<file path="config.mk">
export PLATFORM = sky130hd
export DESIGN_NAME = cpc_isqrt
export DESIGN_NICKNAME = d
export VERILOG_FILES = /design/src/design/cpc_pkg.sv /design/src/design/cpc_isqrt.sv
export SDC_FILE = /design/constraint.sdc
export NUM_CORES = 1
export LEC_CHECK = 0
export BUFFER_PORTS_ARGS = -buffer_cell sky130_fd_sc_hd__buf_2
export CELL_PAD_IN_SITES_DETAIL_PLACEMENT = 1
export CELL_PAD_IN_SITES_GLOBAL_PLACEMENT = 1
export CORE_UTILIZATION = 53
export DETAILED_ROUTE_END_ITERATION = 7
export HOLD_SLACK_MARGIN = 0.08
export PLACE_DENSITY = 0.86
export SYNTH_ARGS = -nofsm -noshare
export SYNTH_HDL_FRONTEND = slang
export SYNTH_SLANG_ARGS = --single-unit
export TNS_END_PERCENT = 10
</file>
<file path="constraint.sdc">
create_clock -name i_clk -period 4 [get_ports i_clk]
set_input_delay 1 -clock i_clk [delete_from_list [all_inputs] [get_ports i_clk]]
set_output_delay 1 -clock i_clk [all_outputs]
set_load 0.03 [all_outputs]
</file>
<file path="src/design/cpc_pkg.sv">
package cpc_pkg;

    // Configuration port
    localparam int CFG_IDX_W  = 2;
    localparam int CFG_DATA_W = 16;

    typedef enum logic [CFG_IDX_W-1:0] {
        CFG_CENTER_COL = 2'd0,
        CFG_CENTER_ROW = 2'd1,
        CFG_GAIN       = 2'd2
    } t_cfg_idx;

    localparam int CENTER_COL_RESET = 320;
    localparam int CENTER_ROW_RESET = 240;
    localparam int GAIN_RESET       = 4096;

    // Result field widths
    localparam int RADIUS_W   = 17;
    localparam int ANGLE_W    = 15;
    localparam int CONTRAST_W = 15;
    localparam int GAIN_W     = 16;

    localparam int RADIUS_MAX   = 131071;
    localparam int ANGLE_LIMIT  = 12868;
    localparam int CONTRAST_MAX = 18022;

    // Radius is Q.4, so the square root runs on d2 scaled by 2^8
    localparam int RADIUS_SQ_SHIFT = 8;

    // Contrast limit: 100 * d2 <= 121 * center_col^2
    localparam int CONTRAST_NUM = 121;
    localparam int CONTRAST_DEN = 100;

    // Contrast divider: (radius * 2^11) / center_col, then round by one bit
    localparam int CONTRAST_SHIFT = 11;
    localparam int QUOT_W         = 16;

    // CORDIC angle accumulator, Q2.30 with headroom
    localparam int Z_W         = 34;
    localparam int ATAN_LEN    = 24;
    localparam int COORD_FRAC  = 16;
    localparam int ANGLE_SHIFT = 18;
    localparam int HALF_PI_Q30 = 1686629713;

    // Arctangent of 2^-idx in Q2.30
    function automatic logic signed [Z_W-1:0] atan_q30(input int idx);
        logic signed [Z_W-1:0] v;
        case (idx)
            0:       v = Z_W'(843314856);
            1:       v = Z_W'(497837829);
            2:       v = Z_W'(263043836);
            3:       v = Z_W'(133525158);
            4:       v = Z_W'(67021686);
            5:       v = Z_W'(33543515);
            6:       v = Z_W'(16775850);
            7:       v = Z_W'(8388437);
            8:       v = Z_W'(4194282);
            9:       v = Z_W'(2097149);
            10:      v = Z_W'(1048576);
            11:      v = Z_W'(524288);
            12:      v = Z_W'(262144);
            13:      v = Z_W'(131072);
            14:      v = Z_W'(65536);
            15:      v = Z_W'(32768);
            16:      v = Z_W'(16384);
            17:      v = Z_W'(8192);
            18:      v = Z_W'(4096);
            19:      v = Z_W'(2048);
            20:      v = Z_W'(1024);
            21:      v = Z_W'(512);
            22:      v = Z_W'(256);
            23:      v = Z_W'(128);
            default: v = '0;
        endcase
        return v;
    endfunction

endpackage

</file>
<file path="src/design/cpc_isqrt.sv">
module cpc_isqrt #(
    parameter int COORD_BITS = 12,
    parameter int SIDE_W     = 16
) (
    input  logic                    i_clk,
    input  logic                    i_rst_n,
    input  logic                    i_en,
    input  logic                    i_valid,
    input  logic [2*COORD_BITS:0]   i_d2,
    input  logic [SIDE_W-1:0]       i_side,
    output logic                    o_valid,
    output logic [COORD_BITS+4:0]   o_root,
    output logic [SIDE_W-1:0]       o_side
);
    import cpc_pkg::*;

    localparam int RB = COORD_BITS + 5;
    localparam int RW = 2 * RB + 1;

    // Stage inputs; entry RB feeds the rounding stage
    logic              c_v    [0:RB];
    logic [RW-1:0]     c_rem  [0:RB];
    logic [RB-1:0]     c_root [0:RB];
    logic [SIDE_W-1:0] c_side [0:RB];

    logic              r_v    [0:RB-1];
    logic [RW-1:0]     r_rem  [0:RB-1];
    logic [RB-1:0]     r_root [0:RB-1];
    logic [SIDE_W-1:0] r_side [0:RB-1];

    logic              r_out_v;
    logic [RB-1:0]     r_out_root;
    logic [SIDE_W-1:0] r_out_side;
    logic [RB-1:0]     c_rounded;

    assign c_v[0]    = i_valid;
    assign c_rem[0]  = RW'(i_d2) << RADIUS_SQ_SHIFT;
    assign c_root[0] = '0;
    assign c_side[0] = i_side;

    // One root bit per stage, most significant first
    for (genvar j = 0; j < RB; j++) begin : g_bit
        localparam int K = RB - 1 - j;
        logic [RW-1:0] c_test;
        logic          c_ge;

        assign c_test = (RW'(c_root[j]) << (K + 1)) + (RW'(1) << (2 * K));
        assign c_ge   = (c_rem[j] >= c_test);

        always_ff @(posedge i_clk) begin
            if (!i_rst_n) begin
                r_v[j] <= 1'b0;
            end else if (i_en) begin
                r_v[j] <= c_v[j];
            end
        end

        always_ff @(posedge i_clk) begin
            if (i_en) begin
                r_rem[j]  <= c_ge ? (c_rem[j] - c_test) : c_rem[j];
                r_root[j] <= c_ge ? (c_root[j] | (RB'(1) << K)) : c_root[j];
                r_side[j] <= c_side[j];
            end
        end

        assign c_v[j+1]    = r_v[j];
        assign c_rem[j+1]  = r_rem[j];
        assign c_root[j+1] = r_root[j];
        assign c_side[j+1] = r_side[j];
    end

    // Round to nearest, halves up: bump when s - r^2 exceeds r
    assign c_rounded = (c_rem[RB] > RW'(c_root[RB])) ? (c_root[RB] + RB'(1)) : c_root[RB];

    always_ff @(posedge i_clk) begin
        if (!i_rst_n) begin
            r_out_v <= 1'b0;
        end else if (i_en) begin
            r_out_v <= c_v[RB];
        end
    end

    always_ff @(posedge i_clk) begin
        if (i_en) begin
            r_out_root <= c_rounded;
            r_out_side <= c_side[RB];
        end
    end

    assign o_valid = r_out_v;
    assign o_root  = r_out_root;
    assign o_side  = r_out_side;

endmodule

</file>
==> flow_summary.toml <==
[global_route]
overflow = 0
grt_pass1_wl_mm = 149
grt_usage_pct = 23.6
antenna_found_initial = 4
grt_pass1_vias = 27200
grt_start_max_net_pins = 127

[sta]
hold_viol = 0
skew_ps = 51.4
final.period_utilization_pct = 96.0
setup_ws_ps = 159
clock.fmax_mhz = 260
rsz0062_at_grt = "no"
slew_violations = 0
hold_slack_ps = 400
slew_headroom_pct = 23.1
period_needed_ps = 3840
worst_pin_slew_ps = 1140
setup_viol = 0
tns_ps = 0

[critical_path]
endpoint = "r_rem[1][100]"
rr_worst_depth = 8
rr_endpoint = "r_rem[1][100]"
arrival_ps = 4270
cp.required_ps = 4430
worst-path-max-fanout = 22
crit_chain = "or4_1, or4_1, nor4_2, and2_1, clkinvlp_4, nand2b_2, nor3_1, xor2_1"
crit_path_start = "r_rem[1][64]"
r2r_start = "r_rem[1][64]"
cpMostUsedCell = "or4_1"
critPathLaunchType = "flop"
crit_path_top_delay_cell = "or4_1"
critPathKind = "flop to flop"
cp_slowest_stage_delay_ps = 610
regToRegSetupSlack_ps = 160
cp-end-kind = "flop"

[logic_synthesis]
synth_cell_types = 76
avgSynthCellArea_um2 = 14.0
yosysMostFrequentCell = "edfxtp_1"
yosysSeqAreaShare_pct = 68.1
ys_top_cells_by_count = "948 x edfxtp_1, 233 x inv_1, 178 x ha_1"
synth_edf_count = 948
yosys.area.top_type = "edfxtp_1"
synth_area_um2 = 41900
yosys.area.top_type_share_pct = 68.0
yosys_warnings = 0
ys_seq_elements = 950
async_flop_share_pct = 0
yosys_most_used_dff = "edfxtp_1"
syn_inst = 2997
yosys-top-cells-area = "edfxtp_1 68%, ha_1 5.3%, xnor2_1 2.8%, xor2_1 2.7%, inv_1 2.1%"

[hold_path]
hold_class = "flop to flop"

[final_layout]
final_net_count = 3394
area_delta_synth_final_pct = 12.5
design_area_um2 = 47100
drive_gt1_share_pct = 9.52

[pwr]
clockPowerShare_pct = 36.3
p_total_w = 0.0257
switching_share_pct = 26.0
power_switching_w = 0.00668
seqPwrFrac_pct = 50.4
vdd.ir_drop.worst_mv = 0.416
internal_power_w = 0.0190
p_per_area_nw_per_um2 = 545
p_comb_share_pct = 13.3
p_leak_nw = 17.7

[clocking]
clk_pin_slew_ps = 70
cts_root_buf = "clkbuf_16"
clock_path_buffers = 3
numCtsBuffers = 97
clkLatencyLatePin_ps = 700
cts.sinks = 950
cts_tree = "built"
cts_hold_buf = 0
htree_levels = 3

[die]
die_w_um = 283
rows = 102
initial_core_util_pct = 53.8
io_pins = 79
dieArea_um2 = 80100
die_height_um = 283
coreArea_um2 = 77800

[routing]
first_pass_iters = 5
wl_mm = 93.6
wl_per_cell_um = 21.8
drt-initial-drc-count = 1808
vias = 24800
route.detailed.drc = 0
viasPerCell = 5.79
postRouteAntennaNets = 0

[place]
detailed_place_hpwl_mm = 65.2
post_dp_cell_area_um2 = 43800
gp_congestion = 0.912
port_buffers = 78
dp_slack_ps = 161

[run_status]
status = "finished clean"

[job]
cap_viol_max_count = 0
==> state kept, by name, summed over array words and instances (netlist names) <==
name / cells
o_root: 17
o_side: 16
o_valid: 1
r_rem: 474
r_root: 153
r_side: 272
r_v: 17
==> worst max-delay path, delay by kind of cell, from the launching register on <==
kind | cells | cell delay [ps]
xor gates and xnor gates | 1 | 200
and+or+nand+nor | 6 | 2490
DFF | 1 | 440
buffers and inverters | 1 | 450
==> power groups by stage <==
stage          combinational [W]  clock [W]  sequential [W]
2_1_floorplan            0.00228          0          0.0128
6_report                 0.00343    0.00930          0.0129
3_3_place_gp             0.00307          0          0.0130
4_1_cts                  0.00341    0.00944          0.0129
5_1_grt                  0.00376    0.00979          0.0130
3_5_place_dp             0.00332          0          0.0131
==> stage by stage <==
step	utilization [%]	std cells
2_1_floorplan	-	2998
3_3_place_gp	56.2	4108
3_5_place_dp	56.2	4108
4_1_cts	60.5	4286
5_1_grt	60.5	4286
6_report	60.5	4287
==> layout make-up <==
| cell class | count | area [um2] |
|---|---|---|
| fill | 7378 | 30700 |
| clock buffer | 114 | 2490 |
| inverter | 234 | 882 |
| multi-input combinational | 1770 | 12300 |
| timing repair buffer | 114 | 783 |
| clock inverter | 64 | 818 |
| antenna | 1 | 2.50 |
| tap | 1040 | 1300 |
| sequential | 950 | 28500 |
==> cells in the final DEF (no fill, tap or decap), types with 15 or more instances in the layout <==
cell type  count
a211oi_1      22
a21o_1        54
a21oi_1      134
and3_1        31
buf_2         77
buf_4         27
clkbuf_1      17
clkbuf_16     97
clkinv_2      18
edfxtp_1     948
ha_1         178
inv_1        232
mux2_2        17
nand2_1      168
nand2b_1      45
nand3_1       48
nand4_1       34
nor2_1       158
nor2b_1       28
nor3_1        67
nor4_1        57
o211ai_1      15
o21a_1        38
o21ai_0      133
o31ai_1       20
or3_1         32
or4_1         22
xnor2_1      135
xor2_1       128
==> how the worst min path moves through the flow <==
stage,cells after the start,startpoint,to
final,0,r_side[13][7],r_side[14][7]
after global routing,0,r_side[13][10],r_side[14][10]
after CTS,0,r_side[13][7],r_side[14][7]
after detailed placement,0,r_side[16][13],o_side[13]
after global placement,0,r_side[12][4],r_side[13][4]
after floorplan,0,r_side[16][0],o_side[0]
==> repair_timing <==
action | in CTS | in global routing
buffers inserted | 0 | 0
endpoints found under the setup margin | 0 | 9
gates resized for setup | 0 | 3
==> per-layer routing <==
layer / up-vias / track usage [%] / part of all wire (%)
met1: 12400 / 27.5 / 39
met2: 654 / 43.5 / 53
met3: 228 / 3.08 / 3.9
li1: 11600 / - / -
met4: 2 / 9.70 / 3.7
met5: - / 0 / 0.014
==> kinds of logic (layout without fill, tap and decap cells) <==
group	Yosys count	in the layout	share of synthesized area, %
multiplexers	25	25	0.649
XOR/XNOR	263	263	5.50
adder cells (fa/ha/maj)	182	182	5.51
AO/OA/AOI/OAI	522	522	7.95
flip-flops	950	950	68.1
other	1	3	0.00896
buffers and inverters	278	526	2.53
AND/OR/NAND/NOR	776	776	9.76
(Power assumes the default switching activity.)
