## src/design/cpc_pkg.sv

```systemverilog
package cpc_pkg;

    // Configuration port
    localparam int CFG_IDX_W  = 2;
    localparam int CFG_DATA_W = 16;

    typedef enum logic [CFG_IDX_W-1:0] {
        CFG_CENTER_COL = 2'd0,
        CFG_CENTER_ROW = 2'd1,
        CFG_GAIN       = 2'd2
    } t_cfg_idx;

    localparam int CENTER_COL_RESET = 320;
    localparam int CENTER_ROW_RESET = 240;
    localparam int GAIN_RESET       = 4096;

    // Result field widths
    localparam int RADIUS_W   = 17;
    localparam int ANGLE_W    = 15;
    localparam int CONTRAST_W = 15;
    localparam int GAIN_W     = 16;

    localparam int RADIUS_MAX   = 131071;
    localparam int ANGLE_LIMIT  = 12868;
    localparam int CONTRAST_MAX = 18022;

    // Radius is Q.4, so the square root runs on d2 scaled by 2^8
    localparam int RADIUS_SQ_SHIFT = 8;

    // Contrast limit: 100 * d2 <= 121 * center_col^2
    localparam int CONTRAST_NUM = 121;
    localparam int CONTRAST_DEN = 100;

    // Contrast divider: (radius * 2^11) / center_col, then round by one bit
    localparam int CONTRAST_SHIFT = 11;
    localparam int QUOT_W         = 16;

    // CORDIC angle accumulator, Q2.30 with headroom
    localparam int Z_W         = 34;
    localparam int ATAN_LEN    = 24;
    localparam int COORD_FRAC  = 16;
    localparam int ANGLE_SHIFT = 18;
    localparam int HALF_PI_Q30 = 1686629713;

    // Arctangent of 2^-idx in Q2.30
    function automatic logic signed [Z_W-1:0] atan_q30(input int idx);
        logic signed [Z_W-1:0] v;
        case (idx)
            0:       v = Z_W'(843314856);
            1:       v = Z_W'(497837829);
            2:       v = Z_W'(263043836);
            3:       v = Z_W'(133525158);
            4:       v = Z_W'(67021686);
            5:       v = Z_W'(33543515);
            6:       v = Z_W'(16775850);
            7:       v = Z_W'(8388437);
            8:       v = Z_W'(4194282);
            9:       v = Z_W'(2097149);
            10:      v = Z_W'(1048576);
            11:      v = Z_W'(524288);
            12:      v = Z_W'(262144);
            13:      v = Z_W'(131072);
            14:      v = Z_W'(65536);
            15:      v = Z_W'(32768);
            16:      v = Z_W'(16384);
            17:      v = Z_W'(8192);
            18:      v = Z_W'(4096);
            19:      v = Z_W'(2048);
            20:      v = Z_W'(1024);
            21:      v = Z_W'(512);
            22:      v = Z_W'(256);
            23:      v = Z_W'(128);
            default: v = '0;
        endcase
        return v;
    endfunction

endpackage

```

## src/design/cpc_cordic.sv

```systemverilog
module cpc_cordic #(
    parameter int COORD_BITS = 12,
    parameter int STAGES     = 16,
    parameter int SIDE_W     = 26
) (
    input  logic                              i_clk,
    input  logic                              i_rst_n,
    input  logic                              i_en,
    input  logic                              i_valid,
    input  logic signed [COORD_BITS:0]        i_dx,
    input  logic signed [COORD_BITS:0]        i_dy,
    input  logic [SIDE_W-1:0]                 i_side,
    output logic                              o_valid,
    output logic signed [cpc_pkg::ANGLE_W-1:0] o_angle,
    output logic [SIDE_W-1:0]                 o_side
);
    import cpc_pkg::*;

    localparam int DW = COORD_BITS + 1;
    localparam int XW = DW + COORD_FRAC + 3;
    localparam int N  = (STAGES > ATAN_LEN) ? ATAN_LEN : STAGES;

    localparam logic signed [Z_W-1:0] HALF_PI = Z_W'(HALF_PI_Q30);
    localparam logic signed [Z_W-1:0] Z_ROUND = Z_W'(1) <<< (ANGLE_SHIFT - 1);
    localparam logic signed [Z_W-1:0] ANG_LIM = Z_W'(ANGLE_LIMIT);

    logic                  r_v    [0:N];
    logic signed [XW-1:0]  r_x    [0:N];
    logic signed [XW-1:0]  r_y    [0:N];
    logic signed [Z_W-1:0] r_z    [0:N];
    logic                  r_zero [0:N];
    logic [SIDE_W-1:0]     r_side [0:N];

    logic signed [DW-1:0]  c_px, c_py;
    logic signed [Z_W-1:0] c_pz;
    logic signed [Z_W-1:0] c_zr, c_zc;

    logic                         r_out_v;
    logic signed [ANGLE_W-1:0]    r_angle;
    logic [SIDE_W-1:0]            r_out_side;

    // Turn the left half plane into the right half plane
    always_comb begin
        if (!i_dx[DW-1]) begin
            c_px = i_dx;
            c_py = i_dy;
            c_pz = '0;
        end else if (!i_dy[DW-1]) begin
            c_px = i_dy;
            c_py = -i_dx;
            c_pz = HALF_PI;
        end else begin
            c_px = -i_dy;
            c_py = i_dx;
            c_pz = -HALF_PI;
        end
    end

    always_ff @(posedge i_clk) begin
        if (!i_rst_n) begin
            r_v[0] <= 1'b0;
        end else if (i_en) begin
            r_v[0] <= i_valid;
        end
    end

    always_ff @(posedge i_clk) begin
        if (i_en) begin
            r_x[0]    <= {{3{c_px[DW-1]}}, c_px, {COORD_FRAC{1'b0}}};
            r_y[0]    <= {{3{c_py[DW-1]}}, c_py, {COORD_FRAC{1'b0}}};
            r_z[0]    <= c_pz;
            r_zero[0] <= (i_dx == '0) && (i_dy == '0);
            r_side[0] <= i_side;
        end
    end

    // One micro-rotation per stage, driving y toward zero
    for (genvar i = 0; i < N; i++) begin : g_iter
        localparam logic signed [Z_W-1:0] ATAN_I = atan_q30(i);
        logic signed [XW-1:0]  c_x, c_y;
        logic signed [Z_W-1:0] c_z;

        always_comb begin
            if (!r_y[i][XW-1]) begin
                c_x = r_x[i] + (r_y[i] >>> i);
                c_y = r_y[i] - (r_x[i] >>> i);
                c_z = r_z[i] + ATAN_I;
            end else begin
                c_x = r_x[i] - (r_y[i] >>> i);
                c_y = r_y[i] + (r_x[i] >>> i);
                c_z = r_z[i] - ATAN_I;
            end
        end

        always_ff @(posedge i_clk) begin
            if (!i_rst_n) begin
                r_v[i+1] <= 1'b0;
            end else if (i_en) begin
                r_v[i+1] <= r_v[i];
            end
        end

        always_ff @(posedge i_clk) begin
            if (i_en) begin
                r_x[i+1]    <= c_x;
                r_y[i+1]    <= c_y;
                r_z[i+1]    <= c_z;
                r_zero[i+1] <= r_zero[i];
                r_side[i+1] <= r_side[i];
            end
        end
    end

    // Round Q2.30 to Q3.12 and clamp
    always_comb begin
        c_zr = (r_z[N] + Z_ROUND) >>> ANGLE_SHIFT;
        if (r_zero[N]) begin
            c_zc = '0;
        end else if (c_zr > ANG_LIM) begin
            c_zc = ANG_LIM;
        end else if (c_zr < -ANG_LIM) begin
            c_zc = -ANG_LIM;
        end else begin
            c_zc = c_zr;
        end
    end

    always_ff @(posedge i_clk) begin
        if (!i_rst_n) begin
            r_out_v <= 1'b0;
        end else if (i_en) begin
            r_out_v <= r_v[N];
        end
    end

    always_ff @(posedge i_clk) begin
        if (i_en) begin
            r_angle    <= c_zc[ANGLE_W-1:0];
            r_out_side <= r_side[N];
        end
    end

    assign o_valid = r_out_v;
    assign o_angle = r_angle;
    assign o_side  = r_out_side;

endmodule

```

## config.mk

```make
export PLATFORM = sky130hd
export DESIGN_NAME = cpc_cordic
export DESIGN_NICKNAME = d
export VERILOG_FILES = /design/src/design/cpc_pkg.sv /design/src/design/cpc_cordic.sv
export SDC_FILE = /design/constraint.sdc
export NUM_CORES = 2
export LEC_CHECK = 0
export BUFFER_PORTS_ARGS = -buffer_cell sky130_fd_sc_hd__buf_2
export CORE_MARGIN = 4
export CORE_UTILIZATION = 35
export DETAILED_ROUTE_END_ITERATION = 12
export PLACE_DENSITY = 0.54
export SYNTH_ARGS = -nofsm -noshare
export SYNTH_HDL_FRONTEND = slang
export SYNTH_SLANG_ARGS = --single-unit
```

## constraint.sdc

```tcl
create_clock -name i_clk -period 6 [get_ports i_clk]
set_input_delay 1.2 -clock i_clk [delete_from_list [all_inputs] [get_ports i_clk]]
set_output_delay 1.2 -clock i_clk [all_outputs]
set_load 0.05 [all_outputs]
```

==> impl_metrics.json <==
{
  "syn_nets": 12300,
  "whs_path_depth": 0,
  "via_per_inst": 5.24,
  "max_stage_delay_ps": 560,
  "reg2reg_slack_ps": 580,
  "maxCapViolations": 0,
  "fin_cells": 15800,
  "worstSetupStartpoint": "r_x[0][198]",
  "worst-slew-pin-transition_ps": 1220,
  "synth_edf_count": 1732,
  "fin_util_pct": 39.2,
  "wl_per_cell_um": 19.2,
  "place_hpwl_um": 235000,
  "crit_arrival_ps": 6050,
  "criticalPathCategory": "flip-flop to flip-flop",
  "route.detailed.drc": 0,
  "insertion_delay_ps": 900,
  "fp-row-count": 211,
  "antenna_found_initial": 7,
  "dieHeight_um": 585,
  "layout.nets": 12500,
  "cts_max_level": 4,
  "synth_largest_area_cell": "edfxtp_1",
  "cts_made_buffers": 210,
  "synthCells": 11000,
  "startpoint_type": "flip-flop",
  "nFillCells": 32000,
  "grt_start_max_net_pins": 182,
  "io_buffers": 97,
  "placedCellCount": 15400,
  "synth_area_per_cell_um2": 10.6,
  "reg2reg_to": "r_y[0][255]",
  "worstPathRequired_ps": 6630,
  "final_antenna_net_count": 0,
  "place_ws_ps": 710,
  "synthDistinctLibCells": 95,
  "synth_ff_type": "edfxtp_1",
  "post_cts_resized": 0,
  "coreArea_um2": 331000,
  "cts_tree": "built",
  "ys_seq_elements": 1734,
  "cts_buffer_depth": 4,
  "hold_buffers": 0,
  "postCtsSetupRepairBufs": 0,
  "synth_area_um2": 117000,
  "crit_fanout": 6,
  "status": "completed",
  "rr_startpoint": "r_x[0][198]",
  "synth.most_common_cell": "edfxtp_1",
  "synth_top_area_share_pct": 44.6,
  "period_share_pct": 90.3,
  "final_max_slew_viol_count": 0,
  "multi_input_comb_area_um2": 62100,
  "rsz0062_at_grt": "no",
  "seq_area_um2": 52000,
  "clk_pin_slew_ps": 60,
  "start_util_pct": 35.2,
  "synth_common_cells": "edfxtp_1, ha_1, a21oi_1",
  "grt_use_total_pct": 17.1,
  "die_w_um": 585,
  "fin_skew_ps": 66.8,
  "fin_tns_setup_ps": 0,
  "endpoint": "r_y[0][255]",
  "yosysSeqAreaShare_pct": 44.7,
  "grt_pass1_vias": 83800,
  "layout-drive-gt1-share_pct": 5.54,
  "slew_headroom_pct": 17.7,
  "finalWeightedCongestion": 0.939,
  "cp_cell_sequence": "inv_1, ha_1, nor3b_1, nand2_1, nor2_1, nor2_1, xor2_1, ha_1, a21o_1, a211oi_2, nand2b_1, o31ai_2, o31ai_1, a221oi_2, o31ai_1, or4b_1, a31o_1, a21oi_2, xnor2_1",
  "io_pins": 98,
  "drt_iter0_drc": 4902,
  "drt_wl_total_um": 302000,
  "min_path_type": "flip-flop to flip-flop",
  "synthTopCellsByArea": "edfxtp_1, ha_1, xnor2_1",
  "async_flop_share_pct": 0,
  "area_growth_pct": 11.2,
  "setup_violations": 0,
  "yosysWarnings": 0,
  "numClockSinks": 1734,
  "grt_overflow": 0,
  "worstRegToRegCells": 19,
  "root_buffer": "clkbuf_16",
  "fin_ws_ps": 583,
  "dr.pass1.iters": 8,
  "grt_pass1_wl_um": 469000,
  "final-hold-violation-count": 0,
  "cp_slowest_cell": "nor3b_1",
  "fin_crit_ps": 5420,
  "fmax_mhz": 185,
  "end_kind": "flip-flop",
  "dieArea_um2": 342000,
  "via_count": 82500
}
layout by cell type (no fill, tap or decap), types with 28 or more instances in the layout:
cell type and count:
or2_2 41, mux2_2 34, o31ai_1 46, and3_1 117
inv_1 486, a21oi_1 1063, o211ai_1 44, xor2_1 557
xnor2_1 956, nand3_1 156, nand2_1 492, a21boi_0 46
clkbuf_16 211, nor3_1 289, nand2b_1 149, a211o_1 33
clkinv_2 42, or4_1 29, o21ai_0 445, mux2i_1 28
nor2b_1 172, clkinv_1 40, nand4_1 67, o21bai_1 145
fa_1 40, a211oi_1 80, and2_1 75, buf_2 96
edfxtp_1 1732, ha_1 1223, nor2_1 1061, o41ai_1 45
or3_1 70, buf_4 79, a31oi_1 108, nor4_1 82
a21o_1 380, o21a_1 145
worst min-delay path by stage:
stage              startpoint             to  slack [ps]
2_1_floorplan   r_side[16][0]      o_side[0]         400
3_3_place_gp    r_side[2][16]  r_side[3][16]         400
3_5_place_dp   r_side[16][10]     o_side[10]         400
4_1_cts             i_side[9]   r_side[0][9]         370
5_1_grt         r_side[4][13]  r_side[5][13]         410
6_report        r_side[4][13]  r_side[5][13]         380
layer usage:
metal  wire [um]  GRT usage, %
met2      154000          31.7
met5           0             0
met1      122000          19.5
met3        9100          1.82
met4       16100          8.33
kinds of logic (layout without fill, tap and decap cells):
logic type / after synthesis / after routing / share of synthesized area, %
compound gates: 2885 / 2885 / 15.8
xor+xnor: 1513 / 1513 / 11.4
buf+inv: 631 / 1052 / 2.04
mux: 62 / 62 / 0.569
flops: 1734 / 1734 / 44.7
simple gates: 2873 / 2873 / 11.8
fa+ha+maj: 1263 / 1263 / 13.8
other cells: 0 / 6 / 0
cell type report:
| type | instances | share of cell area (%) |
|---|---|---|
| Multi-Input combinational cell | 8596 | 47.9 |
| Inverter | 488 | 1.41 |
| Tap cell | 4366 | 4.21 |
| Timing Repair Buffer | 189 | 1.04 |
| Clock inverter | 135 | 1.05 |
| Antenna cell | 6 | 0.0116 |
| Clock buffer | 240 | 4.20 |
| Sequential cell | 1734 | 40.2 |
worst max-delay path, delay by kind of cell (launching register included):
| kind | cells | cell delay, ps |
|---|---|---|
| AOI/OAI and AO/OA | 8 | 2180 |
| and+or+nand+nor | 6 | 1620 |
| adders and majority gates | 2 | 520 |
| DFF | 1 | 490 |
| xor gates and xnor gates | 2 | 220 |
| buffers and inverters | 1 | 100 |
sequential cells by signal, summed over array words and instances (netlist names), 15 cells and up:
name,count
r_z,435
o_side,26
r_v,17
r_y,395
o_angle,15
r_x,386
r_zero,17
r_side,442
stage by stage:
| step | area, um^2 | hold WS, ps |
|---|---|---|
| after floorplan | 117000 | 400 |
| after global placement | 123000 | 400 |
| after detailed placement | 123000 | 405 |
| after CTS | 130000 | 372 |
| after global routing | 130000 | 410 |
| final | 130000 | 384 |
Power is not shown: default switching activity piles up to over one toggle a cycle in this logic, so the estimate is an artifact.
