[config.mk]
export PLATFORM = sky130hd
export DESIGN_NAME = cpc_front
export DESIGN_NICKNAME = d
export VERILOG_FILES = /design/src/design/cpc_pkg.sv /design/src/design/cpc_front.sv
export SDC_FILE = /design/constraint.sdc
export NUM_CORES = 2
export LEC_CHECK = 0
export BUFFER_PORTS_ARGS = -buffer_cell sky130_fd_sc_hd__buf_2
export CAP_MARGIN = 25
export CORE_ASPECT_RATIO = 0.8
export CORE_MARGIN = 5
export CORE_UTILIZATION = 55
export CTS_BUF_LIST = sky130_fd_sc_hd__clkbuf_8
export DETAILED_ROUTE_END_ITERATION = 8
export GPL_ROUTABILITY_DRIVEN = 0
export PLACE_DENSITY = 0.76
export SLEW_MARGIN = 20
export SYNTH_ARGS = -nofsm -noshare
export SYNTH_HDL_FRONTEND = slang
export SYNTH_SLANG_ARGS = --single-unit
[constraint.sdc]
create_clock -name i_clk -period 10.58 [get_ports i_clk]
set_input_delay 2.116 -clock i_clk [delete_from_list [all_inputs] [get_ports i_clk]]
set_output_delay 2.116 -clock i_clk [all_outputs]
set_load 0.005 [all_outputs]
[src/design/cpc_pkg.sv]
package cpc_pkg;

    // Configuration port
    localparam int CFG_IDX_W  = 2;
    localparam int CFG_DATA_W = 16;

    typedef enum logic [CFG_IDX_W-1:0] {
        CFG_CENTER_COL = 2'd0,
        CFG_CENTER_ROW = 2'd1,
        CFG_GAIN       = 2'd2
    } t_cfg_idx;

    localparam int CENTER_COL_RESET = 320;
    localparam int CENTER_ROW_RESET = 240;
    localparam int GAIN_RESET       = 4096;

    // Result field widths
    localparam int RADIUS_W   = 17;
    localparam int ANGLE_W    = 15;
    localparam int CONTRAST_W = 15;
    localparam int GAIN_W     = 16;

    localparam int RADIUS_MAX   = 131071;
    localparam int ANGLE_LIMIT  = 12868;
    localparam int CONTRAST_MAX = 18022;

    // Radius is Q.4, so the square root runs on d2 scaled by 2^8
    localparam int RADIUS_SQ_SHIFT = 8;

    // Contrast limit: 100 * d2 <= 121 * center_col^2
    localparam int CONTRAST_NUM = 121;
    localparam int CONTRAST_DEN = 100;

    // Contrast divider: (radius * 2^11) / center_col, then round by one bit
    localparam int CONTRAST_SHIFT = 11;
    localparam int QUOT_W         = 16;

    // CORDIC angle accumulator, Q2.30 with headroom
    localparam int Z_W         = 34;
    localparam int ATAN_LEN    = 24;
    localparam int COORD_FRAC  = 16;
    localparam int ANGLE_SHIFT = 18;
    localparam int HALF_PI_Q30 = 1686629713;

    // Arctangent of 2^-idx in Q2.30
    function automatic logic signed [Z_W-1:0] atan_q30(input int idx);
        logic signed [Z_W-1:0] v;
        case (idx)
            0:       v = Z_W'(843314856);
            1:       v = Z_W'(497837829);
            2:       v = Z_W'(263043836);
            3:       v = Z_W'(133525158);
            4:       v = Z_W'(67021686);
            5:       v = Z_W'(33543515);
            6:       v = Z_W'(16775850);
            7:       v = Z_W'(8388437);
            8:       v = Z_W'(4194282);
            9:       v = Z_W'(2097149);
            10:      v = Z_W'(1048576);
            11:      v = Z_W'(524288);
            12:      v = Z_W'(262144);
            13:      v = Z_W'(131072);
            14:      v = Z_W'(65536);
            15:      v = Z_W'(32768);
            16:      v = Z_W'(16384);
            17:      v = Z_W'(8192);
            18:      v = Z_W'(4096);
            19:      v = Z_W'(2048);
            20:      v = Z_W'(1024);
            21:      v = Z_W'(512);
            22:      v = Z_W'(256);
            23:      v = Z_W'(128);
            default: v = '0;
        endcase
        return v;
    endfunction

endpackage

[src/design/cpc_front.sv]
module cpc_front #(
    parameter int COORD_BITS = 12
) (
    input  logic                    i_clk,
    input  logic                    i_rst_n,
    input  logic                    i_en,
    input  logic                    i_valid,
    output logic                    o_ready,
    input  logic [COORD_BITS-1:0]   i_pixel_col,
    input  logic [COORD_BITS-1:0]   i_pixel_row,
    input  logic [COORD_BITS-1:0]   i_center_col,
    input  logic [COORD_BITS-1:0]   i_center_row,
    output logic                    o_valid,
    output logic signed [COORD_BITS:0] o_dx,
    output logic signed [COORD_BITS:0] o_dy,
    output logic [2*COORD_BITS:0]   o_d2,
    output logic                    o_cond
);
    import cpc_pkg::*;

    localparam int DW    = COORD_BITS + 1;
    localparam int SQW   = 2 * COORD_BITS;
    localparam int D2W   = 2 * COORD_BITS + 1;
    localparam int C121W = 2 * COORD_BITS + 7;
    localparam int D100W = 2 * COORD_BITS + 8;

    logic r_v0, r_v1, r_v2, r_v3;
    logic ld0;

    logic signed [DW-1:0] r_dx0, r_dy0, r_dx1, r_dy1, r_dx2, r_dy2, r_dx3, r_dy3;
    logic signed [DW-1:0] n_dx0, n_dy0;
    logic [SQW-1:0]       r_sqx1, r_sqy1, r_ccsq1;
    logic [D2W-1:0]       r_d2_2, r_d2_3;
    logic [C121W-1:0]     r_c121_2;
    logic                 r_ccnz2, r_cond3;

    logic signed [2*DW-1:0] c_px, c_py;
    logic [SQW-1:0]         c_ccsq;

    // First stage takes a new item whenever it is empty or the pipe advances
    assign ld0     = i_en || !r_v0;
    assign o_ready = ld0;

    assign n_dx0 = $signed({1'b0, i_pixel_col}) - $signed({1'b0, i_center_col});
    assign n_dy0 = $signed({1'b0, i_pixel_row}) - $signed({1'b0, i_center_row});

    assign c_px   = r_dx0 * r_dx0;
    assign c_py   = r_dy0 * r_dy0;
    assign c_ccsq = SQW'(i_center_col) * SQW'(i_center_col);

    // Valid bits
    always_ff @(posedge i_clk) begin
        if (!i_rst_n) begin
            r_v0 <= 1'b0;
            r_v1 <= 1'b0;
            r_v2 <= 1'b0;
            r_v3 <= 1'b0;
        end else begin
            if (ld0) begin
                r_v0 <= i_valid;
            end
            if (i_en) begin
                r_v1 <= r_v0;
                r_v2 <= r_v1;
                r_v3 <= r_v2;
            end
        end
    end

    // Offsets, squares, sum of squares, contrast limit test
    always_ff @(posedge i_clk) begin
        if (ld0) begin
            r_dx0 <= n_dx0;
            r_dy0 <= n_dy0;
        end
        if (i_en) begin
            r_dx1    <= r_dx0;
            r_dy1    <= r_dy0;
            r_sqx1   <= c_px[SQW-1:0];
            r_sqy1   <= c_py[SQW-1:0];
            r_ccsq1  <= c_ccsq;

            r_dx2    <= r_dx1;
            r_dy2    <= r_dy1;
            r_d2_2   <= D2W'(r_sqx1) + D2W'(r_sqy1);
            r_c121_2 <= C121W'(r_ccsq1) * C121W'(CONTRAST_NUM);
            r_ccnz2  <= (i_center_col != '0);

            r_dx3    <= r_dx2;
            r_dy3    <= r_dy2;
            r_d2_3   <= r_d2_2;
            r_cond3  <= r_ccnz2 &&
                        ((D100W'(r_d2_2) * D100W'(CONTRAST_DEN)) <= D100W'(r_c121_2));
        end
    end

    assign o_valid = r_v3;
    assign o_dx    = r_dx3;
    assign o_dy    = r_dy3;
    assign o_d2    = r_d2_3;
    assign o_cond  = r_cond3;

endmodule

==> impl_summary.md <==
Drt
The detailed-routing iteration count for the pre-antenna-repair pass is 6. The post-detailed-route wirelength per cell is roughly 16 um. The count of nets left with antenna violations once routing finished came out at 0.

The first routing iteration left 1,260 violations. The via density per instance is 5.28. The detailed-route DRC error count is 0. The routed layout has ~20,000 vias. For this block, the routed nets add up to about 60,000 um of wire.

Floorplanning
The floorplan step set the die width to ~270 um. The die covers 0.0603 sq mm. The number of core rows is 77. Measured along the y axis, the die boundary spans 221 um. The number of placed I/O pins is approximately 110. The total core area is 0.0551 sq mm. The initial cell density of the core is 0.553.

Final layout
The most common cell after layout, fill and taps aside is sky130_fd_sc_hd__inv_1. The number of nets in the final layout is 3,922. The area growth from synthesis to layout is 7.36%.

In the final layout, the share of cells above drive strength 1 is 0.0621. The design area is ~0.033 sq mm. In the layout the commonest cells are sky130_fd_sc_hd__inv_1, sky130_fd_sc_hd__fa_1, sky130_fd_sc_hd__ha_1, sky130_fd_sc_hd__edfxtp_1, sky130_fd_sc_hd__nand2_1.

Critical path
The kind of end point of the critical path is a register. For flop-to-flop paths, the worst setup slack is approximately 3.6 ns. The critical path in this run is classified as input pin to register.

The worst setup path is launched from an input pin. Along the worst path, the maximum fanout reaches 12. STA puts the critical path data required time at about 11 ns. For the worst flop-to-flop path, the logic depth is 18. The arrival time of data at the critical path endpoint is ~7.7 ns.

The endpoint of the most critical register-to-register path is r_sqy1[23]. The startpoint of the most critical register-to-register path is r_dy0[1].

Logic synthesis
In the synthesized netlist the dominant register cell turns out to be sky130_fd_sc_hd__edfxtp_1. The proportion of register bits with asynchronous set or reset after synthesis is 0. The share of synthesized area in the top cell type comes to 0.282. The synthesized design spends more area on one cell type than any other, namely sky130_fd_sc_hd__fa_1. The Yosys step of the flow raised 0 warnings. The share of the Yosys chip area taken by registers is 0.252.

The number of nets in the synthesized netlist is ~3,800. Counting every instance in the synthesized netlist gives 2,905. Sorting the synthesized cells by area gives the leading types as sky130_fd_sc_hd__fa_1, sky130_fd_sc_hd__edfxtp_1, sky130_fd_sc_hd__ha_1. The synthesized area per cell is 10.5 sq um. The number of enable flip-flop cells after synthesis is roughly 250. The number of distinct library cells after synthesis is slightly below 60. In this run the cell area of the synthesized design comes to around 0.03 sq mm. The flip-flop and latch count after synthesis is ~260.

Clock network
The clock passes through at most 3 buffers. The cell at the root of the clock tree is sky130_fd_sc_hd__clkbuf_8. Clock tree synthesis inserted a total of 45 buffers.

The clock net in this run drives a total of around 260 sinks. The TritonCTS clock tree is done. The number of buffers inserted by post-CTS setup repair is 0.

In this run the number of H-tree levels came out at 2. The clock edge transition at the registers on the reported setup and hold paths is roughly 0.080 ns. Post-CTS repair changed the size of 0 cells. The clock latency on the worst-skew pair is roughly 0.61 ns. For this design, the CTS-stage hold fixing added 0 buffers.

GRT
The global-route total usage across every layer is 0.207. The via count of the first global-routing pass is 21,700. The number of antenna violations at the first check in global routing was 1. The first global-routing pass estimated 102,000 um of wire. Entering global routing, the biggest net connects between 60 and 70 pins. The aggregate global routing overflow is 0.

Timing
Setup violations remaining at the end of the flow were counted as 0. Across all setup checks in the final design, the least slack found is approximately 3.3 ns. Setup repair after global routing left no endpoint under its margin.

The number of hold violations in the final report is 0. The number of pins exceeding their max-slew limit in the final report is 0. Headroom to the max-slew limit came out at 0.352. The post-route fraction of the period consumed by the critical path is 0.691. The clock arrives with 0.0272 ns of skew.

Static timing analysis puts the maximum clock frequency at 137 MHz. The slew at the pin with the worst max-slew slack is roughly 0.95 ns. The minimum clock period after layout is around 7.3 ns. The final-layout setup total negative slack is 0 ns.

Place
Once detailed placement completed, the half-perimeter wirelength came to a little under 50,000 um. The count of input and output buffers is between 100 and 150. The placed instances occupy a cell area of approximately 0.032 sq mm.

The setup slack at placement is around 2.7 ns.

Hold path
The worst hold path startpoint is r_dx2[5]. The class of the tightest hold or removal check is register to register. The worst hold path endpoint is o_dx[5]. The hold-critical path depth is 0.

Run status
The run finished with clean final reports.

Flow run
Max-cap violations in this run came to 0.
stage by stage:
stage	utilization	std cells	hold WS (ns)
after floorplan	-	2905	0.400
after global placement	0.578	3730	0.401
after detailed placement	0.578	3730	0.405
after CTS	0.594	3810	0.406
after global routing	0.594	3811	0.423
final	0.594	3811	0.396
cell type report:
type | instances | area (sq um)
tap | 750 | 938
clock inverter | 35 | 241
inverter | 733 | 2750
clock buffer | 45 | 619
sequential | 257 | 7680
timing repair buffer | 110 | 573
antenna | 1 | 2.50
fill | 4549 | 22400
multi-input combinational | 1880 | 19900
routing by layer:
metal | GRT usage | part of all wire | vias up
li1 | - | - | 9492
met1 | 0.285 | 0.44 | 9986
met2 | 0.345 | 0.47 | 520
met3 | 0.0348 | 0.059 | 114
met4 | 0.0568 | 0.028 | 0
met5 | 0 | 0 | -
registers in the layout (all words and copies together), names as in the netlist, 13 cells and up:
signal    flops
r_c121_2     30
o_d2         25
r_d2_2       25
r_ccsq1      23
r_sqx1       22
r_sqy1       22
o_dx         13
o_dy         13
r_dx0        13
r_dx1        13
r_dx2        13
r_dy0        13
r_dy1        13
r_dy2        13
worst max-delay path, stage by stage:
cell and delay [ns]:
sky130_fd_sc_hd__buf_2 0.14, sky130_fd_sc_hd__inv_1 0.22, sky130_fd_sc_hd__nor2_1 0.21, sky130_fd_sc_hd__inv_1 0.09, sky130_fd_sc_hd__fa_1 0.56, sky130_fd_sc_hd__inv_1 0.06, sky130_fd_sc_hd__fa_1 0.53, sky130_fd_sc_hd__inv_1 0.06
sky130_fd_sc_hd__fa_1 0.52, sky130_fd_sc_hd__inv_1 0.06, sky130_fd_sc_hd__fa_1 0.53, sky130_fd_sc_hd__inv_1 0.06, sky130_fd_sc_hd__fa_1 0.52, sky130_fd_sc_hd__inv_1 0.04, sky130_fd_sc_hd__ha_1 0.36, sky130_fd_sc_hd__a21o_1 0.19
sky130_fd_sc_hd__a21oi_1 0.19, sky130_fd_sc_hd__o211ai_1 0.14, sky130_fd_sc_hd__a31oi_1 0.29, sky130_fd_sc_hd__o21bai_1 0.12, sky130_fd_sc_hd__a2111oi_0 0.40, sky130_fd_sc_hd__nor3_1 0.12, sky130_fd_sc_hd__xnor2_1 0.14
logic make-up (layout without fill, tap and decap cells):
| logic type | after synthesis | after routing | share of synthesized area |
|---|---|---|---|
| compound gates | 310 | 310 | 0.0679 |
| xor+xnor | 165 | 165 | 0.0474 |
| fa+ha+maj | 843 | 843 | 0.452 |
| buf+inv | 768 | 923 | 0.0945 |
| flops | 257 | 257 | 0.252 |
| mux | 6 | 6 | 0.00209 |
| other cells | 1 | 2 | 0.000123 |
| simple gates | 555 | 555 | 0.0844 |
worst max path at each step:
stage | depth (start not counted) | startpoint | to
2_1_floorplan | 23 | i_center_col[1] | r_ccsq1[23]
3_3_place_gp | 23 | i_center_col[1] | r_ccsq1[23]
3_5_place_dp | 23 | i_center_col[1] | r_ccsq1[23]
4_1_cts | 23 | i_center_col[1] | r_ccsq1[23]
5_1_grt | 24 | i_center_col[1] | r_ccsq1[23]
6_report | 23 | i_center_col[1] | r_ccsq1[23]
synth_stat cells, types with 43 or more instances:
cell type                    n
sky130_fd_sc_hd__inv_1     729
sky130_fd_sc_hd__fa_1      430
sky130_fd_sc_hd__ha_1      413
sky130_fd_sc_hd__edfxtp_1  253
sky130_fd_sc_hd__nand2_1   179
sky130_fd_sc_hd__nor2_1    160
sky130_fd_sc_hd__xnor2_1   125
sky130_fd_sc_hd__a21oi_1    82
sky130_fd_sc_hd__o21ai_0    65
sky130_fd_sc_hd__and2_1     49
sky130_fd_sc_hd__nor2b_1    43
Power is left out: the tool's default activity adds up to more than one toggle a clock period on the data nets, which glitch-free logic cannot reach.
